$ cat config.mk
export PLATFORM = sky130hd
export DESIGN_NAME = ibst_ctrl
export DESIGN_NICKNAME = d
export VERILOG_FILES = /design/src/hw/rtl/ibst_pkg.sv /design/src/hw/rtl/ibst_ctrl.sv
export VERILOG_INCLUDE_DIRS = /design/src /design/src/hw/rtl
export SDC_FILE = /design/constraint.sdc
export NUM_CORES = 1
export LEC_CHECK = 0
export BUFFER_PORTS_ARGS = -buffer_cell sky130_fd_sc_hd__clkbuf_2
export CAP_MARGIN = 5
export CORE_AREA = 2 2 39 41
export DETAILED_ROUTE_END_ITERATION = 16
export DIE_AREA = 0 0 41 43
export PLACE_DENSITY = 0.51
export SYNTH_ARGS = -nofsm -noshare
export SYNTH_HDL_FRONTEND = slang
export SYNTH_SLANG_ARGS = --single-unit
$ cat constraint.sdc
create_clock -name clock -period 1.3 [get_ports clock]
set_input_delay 0.13 -clock clock [delete_from_list [all_inputs] [get_ports clock]]
set_output_delay 0.13 -clock clock [all_outputs]
set_load 0.05 [all_outputs]
$ cat src/hw/rtl/implicit_array_bst_assert.svh
// Assertion macros shared by the implicit array tree RTL files.
// Relies on each including module having ports named clock and reset.
`ifndef IMPLICIT_ARRAY_BST_ASSERT_SVH
`define IMPLICIT_ARRAY_BST_ASSERT_SVH

// Same-cycle implication, disabled while reset is asserted.
`define IBST_ASSERT_IMPL(label, ante, cons, msg) \
   label: assert property (@(posedge clock) disable iff (reset) (ante) |-> (cons)) \
      else $error(msg);

// Next-cycle implication, disabled while reset is asserted.
`define IBST_ASSERT_NEXT(label, ante, cons, msg) \
   label: assert property (@(posedge clock) disable iff (reset) (ante) |=> (cons)) \
      else $error(msg);

`endif

$ cat src/hw/rtl/ibst_pkg.sv
// Shared constants and control/status types for the implicit array tree.
// No dependencies; used by ibst_ctrl, ibst_dp and implicit_array_bst.
package ibst_pkg;

   localparam int KEY_W          = 32;
   localparam int HEIGHT_W       = 4;
   localparam int LEVELS_DEFAULT = 10;

   localparam logic [HEIGHT_W-1:0] HEIGHT_MAX = 4'd15;

   // Request codes on req_type.
   localparam logic REQ_INSERT = 1'b0;
   localparam logic REQ_SEARCH = 1'b1;

   // Commands from the controller to the datapath.
   typedef struct packed {
      logic accept;    // new transaction taken this cycle
      logic clear_en;  // clearing pass writes one zero slot
      logic walk;      // evaluate the slot read for the current level
   } cmd_type;

   // Status from the datapath to the controller.
   typedef struct packed {
      logic key_zero;   // the offered key is the empty-slot marker
      logic walk_done;  // the walk ends at the current level
      logic clear_last; // the clearing pass is at its final slot
   } status_type;

endpackage

$ cat src/hw/rtl/ibst_ctrl.sv
// Controller state machine for the implicit array tree.
// Depends on ibst_pkg and implicit_array_bst_assert.svh.
`include "implicit_array_bst_assert.svh"

module ibst_ctrl (
   input  logic                clock,
   input  logic                reset,
   input  logic                start,
   input  ibst_pkg::status_type st,
   output ibst_pkg::cmd_type    cmd,
   output logic                busy,
   output logic                rsp_valid
);

   typedef enum logic [2:0] {
      ST_CLEAR = 3'b001,
      ST_IDLE  = 3'b010,
      ST_WALK  = 3'b100
   } state_type;

   state_type state_ff, state_in;
   logic      rsp_valid_ff, rsp_valid_in;
   logic      accept;

   assign busy   = (state_ff != ST_IDLE);
   assign accept = start && !busy;

   always_comb begin
      state_in     = state_ff;
      rsp_valid_in = 1'b0;
      cmd          = '0;
      unique case (state_ff)
         ST_CLEAR: begin
            cmd.clear_en = 1'b1;
            if (st.clear_last) begin
               state_in = ST_IDLE;
            end
         end
         ST_IDLE: begin
            if (accept) begin
               cmd.accept = 1'b1;
               if (st.key_zero) begin
                  rsp_valid_in = 1'b1;
               end else begin
                  state_in = ST_WALK;
               end
            end
         end
         ST_WALK: begin
            cmd.walk = 1'b1;
            if (st.walk_done) begin
               rsp_valid_in = 1'b1;
               state_in     = ST_IDLE;
            end
         end
         default: begin
            state_in = ST_CLEAR;
         end
      endcase
   end

   always_ff @(posedge clock) begin
      if (reset) begin
         state_ff     <= ST_CLEAR;
         rsp_valid_ff <= 1'b0;
      end else begin
         state_ff     <= state_in;
         rsp_valid_ff <= rsp_valid_in;
      end
   end

   assign rsp_valid = rsp_valid_ff;

   `IBST_ASSERT_IMPL(a_rsp_in_idle, rsp_valid_ff, state_ff == ST_IDLE, "response outside idle")
   `IBST_ASSERT_NEXT(a_walk_end, (state_ff == ST_WALK) && st.walk_done,
                     rsp_valid_ff && (state_ff == ST_IDLE), "walk ended without response")
   `IBST_ASSERT_IMPL(a_clear_quiet, state_ff == ST_CLEAR, busy && !rsp_valid_ff,
                     "activity during clearing pass")

endmodule

# Word-level counts from Yosys, hierarchy flattened
# Cells that the tools add are included.
# W data, S select, Z words.
# op_classes
eq_ne	8
mux	13
reduce_logical	3
# ops
op	n
$mux W3	4
$pmux W3 S3	1
$ne A2 B2 Y1 const B	4
$mux W1	7
$reduce_and A4 Y1	1
$eq A3 B1 Y1 const B	1
$eq A3 B2 Y1 const B	1
$eq A3 B3 Y1 const B	1
$ne A3 B2 Y1 const B	1
$pmux W1 S2	1
$logic_and A1 B1 Y1	1
$logic_not A1 Y1	1
# word_totals
regBits	4
inputBits	6
wordCells	26
output_inout_bits	5

# Depth between registers and ports, before layout
# logic_depth
word_depth	5
ltp_mapped	4
depth_no_buf	3

# Least setup slack after synthesis
# OpenSTA, ideal clock, no wires.
# synth_timing
path_type	register -> output
from	register state_ff[2]
to	output cmd[0] (netlist name)
t_arrival_ns	1.588
n_path_buf	1
required_ns	1.170
slack_ns	-0.418
stages_incl_launch_ff	3
path_cell_list	dfxtp_1 > buf_6 > nor3b_1
# synth_lines
element	line	rtl
from (decl)	ibst_ctrl.sv:21	state_type state_ff, state_in;
from (signal assigned)	ibst_ctrl.sv:67	state_ff <= state_in;
to (decl)	ibst_ctrl.sv:10	output ibst_pkg::cmd_type cmd,

==> results_dict.tcl <==
set metrics [dict create \
    avgRoutedWirePerCell_um 10.8 \
    chipWidth_um 41 \
    area_of_the_die_um2 1760 \
    drc_errors 0 \
    post_route_cells_drive_above_1_share_pct 62.2 \
    grt_antenna_before_repair 0 \
    clock_tree.buffer_depth 2 \
    finish.instance_area_um2 437 \
    dpl_cell_area_um2 340 \
    number_of_enable_flip_flop_cells_after_synthesis 0 \
    syn-num-nets 35 \
    hold_viol_final 0 \
    reg2reg_from "state_ff[1]$_SDFFE_PP0P_" \
    synth_area_leader_cell "sky130_fd_sc_hd__dfxtp_1" \
    first_global_vias 266 \
    static-leakage-power_nw 0.192 \
    antenna_violation_net_count_after_detailed_routing 0 \
    proportion_of_synthesized_flip_flops_having_asynchronous_set_or_reset_pct 0 \
    max_stage_delay_ps 350 \
    row_count 14 \
    setup_tns_ps 0 \
    floorplan.initialDensity_pct 20.0 \
    maximum_fanout_along_the_worst_path 6 \
    cts_buffers 3 \
    timing_worst_slew_pin_value_ps 275 \
    detailroute.via_count 268 \
    post_synth_fa_ha_maj_area_fraction_pct 0 \
    cp_slowest_cell "sky130_fd_sc_hd__dfxtp_4" \
    arrival_time_at_the_worst_endpoint_ps 1170 \
    cts.root.buffer_cell "sky130_fd_sc_hd__clkbuf_4" \
    detailedRoute.firstIterationViolations 6 \
    groute.layer.met3.usage_pct 1.57 \
    setup.worst_path.end_class "output pin" \
    place_congestion 0.589 \
    setup_repair_after_global_routing_missed_its_margin "yes" \
    grt_pass1_wl_um 1040 \
    yosysSeqAreaShare_pct 29.0 \
    synth-simple-area-share_pct 40.3 \
    grt_start_max_net_pins 9 \
    ff_latch_area_um2 88.8 \
    synth-compound-area-share_pct 13.6 \
    nets 53 \
    postCtsHoldBufs 0 \
    synth_xor_area_share_pct 0 \
    cp_data_required_time_ps 1170 \
    antenna-diode-count 0 \
    dominantRegCellSynth "sky130_fd_sc_hd__dfxtp_1" \
    num_io_pins 11 \
    global_route_total_overflow 0 \
    max_cap_viol_count 0 \
    number_of_instances_in_the_synthesized_netlist 29 \
    netlist.area_leader.share_pct 29.0 \
    ff_to_ff_end "state_ff[1]$_SDFFE_PP0P_" \
    min_period_over_period_pct 100 \
    total_grt_usage_pct 9.44 \
    gr-usage-met2_pct 15.3 \
    pwr_density_cell_nw_per_um2 1000 \
    placeableCoreArea_um2 1380 \
    insertion_delay_ps 230 \
    timing_max_transition_violations_final 0 \
    slew-limit-headroom_pct 81.7 \
    area_growth_syn_to_layout_pct 57.9 \
    post_synth_main_area_contributors "sky130_fd_sc_hd__dfxtp_1 29%, sky130_fd_sc_hd__buf_6 12%, sky130_fd_sc_hd__nor3b_4 6.8%" \
    detail_route.vias_per_cell 4.39 \
    place.port_buffers 10 \
    r2r.worst_path.cells 4 \
    clk_transition_reported_paths_ps 40 \
    yosys_warnings 0 \
    period_needed_ps 1300 \
    multi_input_area_um2 166 \
    worstHoldPathCells 2 \
    hold_path_end "state_ff[1]$_SDFFE_PP0P_" \
    filler_cells_inserted 148 \
    top_usage_layer "met2" \
    fin_skew_ps 4.18 \
    min_from "reset" \
    fmaxAchievable_mhz 769 \
    cts_tree "built" \
    wirelength_um 657 \
    reg2reg_slack_ps 170 \
    synthMuxAreaShare_pct 3.62 \
    use_met1_pct 8.68 \
    h-tree-depth 1 \
    die-height_um 43 \
    cell_chain_of_the_critical_path "buf_6, and4bb_2, buf_8" \
    synth.ff_latch_count 4 \
    clock_sink_count 4 \
    run_status "finished clean" \
    post_synth_instance_area_um2 277 \
    timing.critical_path.from_type "flip-flop" \
    hpwl_after_detailed_placement_um 492 \
    timing.setup.critical_path_class "reg -> out" \
    vdd_drop_max_mv 0.334 \
    largest_family_of_logic_cells_by_synthesized_area "simple AND/OR/NAND/NOR gates" \
    post_synth_num_cell_types 20 \
    synth.top_cells.by_count "4 x sky130_fd_sc_hd__dfxtp_1, 4 x sky130_fd_sc_hd__nor2_1, 3 x sky130_fd_sc_hd__buf_6" \
    dr.pass1.iters 4 \
    setup_violations 0 \
    timing.hold.worst.class "in -> reg" \
    synthesized_area_divided_by_synthesized_cell_count_um2 9.54 \
]
[worst max-delay path, delay by kind of cell, from the launching register on]
family                 cells  cell delay, ps
flip-flops                 1             350
AND/OR/NAND/NOR            1             320
buffers and inverters      2             270
[routing by layer]
metal / up-vias / wire (um)
met5: - / 0
met4: 0 / 6
met3: 2 / 25
met2: 8 / 359
met1: 122 / 265
li1: 136 / -
[final cells by class]
class / instances / area share (%)
clock buffers: 3 / 5.16
inverters: 1 / 0.860
multi-input cells: 21 / 38.1
flip-flops and latches: 4 / 20.3
well taps: 16 / 4.58
repair buffers: 16 / 30.9
[placed cells by master (no fill, tap or decap), types with 2 or more instances in the layout]
| master | instances |
|---|---|
| sky130_fd_sc_hd__a21oi_1 | 2 |
| sky130_fd_sc_hd__buf_4 | 4 |
| sky130_fd_sc_hd__buf_6 | 2 |
| sky130_fd_sc_hd__buf_8 | 3 |
| sky130_fd_sc_hd__clkbuf_2 | 6 |
| sky130_fd_sc_hd__clkbuf_4 | 4 |
| sky130_fd_sc_hd__dfxtp_4 | 2 |
| sky130_fd_sc_hd__nor2_1 | 4 |
[stage by stage]
stage | std cells | power (mW) | hold slack, ps | util, % | setup WS [ps]
2_1_floorplan | 29 | 0.233 | 196 | - | -29.4
3_3_place_gp | 55 | 0.248 | 358 | 24.6 | 96.2
3_5_place_dp | 55 | 0.250 | 362 | 24.6 | 59.9
4_1_cts | 60 | 0.428 | 108 | 29.7 | -59.8
5_1_grt | 61 | 0.465 | 109 | 31.6 | -31.3
6_report | 61 | 0.437 | 109 | 31.6 | 0.224
[report_power, final]
| part | internal, mW | total [mW] | switching [mW] |
|---|---|---|---|
| Clock | 0.103 | 0.150 | 0.0468 |
| Combinational | 0.0751 | 0.147 | 0.0723 |
| Sequential | 0.130 | 0.140 | 0.00985 |
[cells by family after synthesis]
kind of cell | count (synthesis)
AND/OR/NAND/NOR | 15
AO/OA/AOI/OAI | 5
flip-flops | 4
buffers and inverters | 4
multiplexers | 1
[how the worst max path moves through the flow]
stage | from | endpoint | slack (ps) | cells past startpoint
2_1_floorplan | state_ff[0]$_SDFFE_PP1P_ | state_ff[1]$_SDFFE_PP0P_ | -30 | 4
3_3_place_gp | state_ff[0]$_SDFFE_PP1P_ | busy | 100 | 2
3_5_place_dp | state_ff[0]$_SDFFE_PP1P_ | cmd[1] | 60 | 2
4_1_cts | state_ff[2]$_SDFFE_PP0P_ | busy | -60 | 2
5_1_grt | state_ff[2]$_SDFFE_PP0P_ | cmd[2] | -30 | 3
6_report | state_ff[2]$_SDFFE_PP0P_ | cmd[2] | 0.2 | 3
[flip-flops by register name (all words and copies together) (netlist names)]
register and count:
rsp_valid 1, state_ff 3
[what timing repair did]
item                       CTS  global route
buffers inserted             2             1
setup endpoints to repair    3             4
gates resized for setup     10             9
pin swaps                    0             2
(Power assumes the default switching activity.)
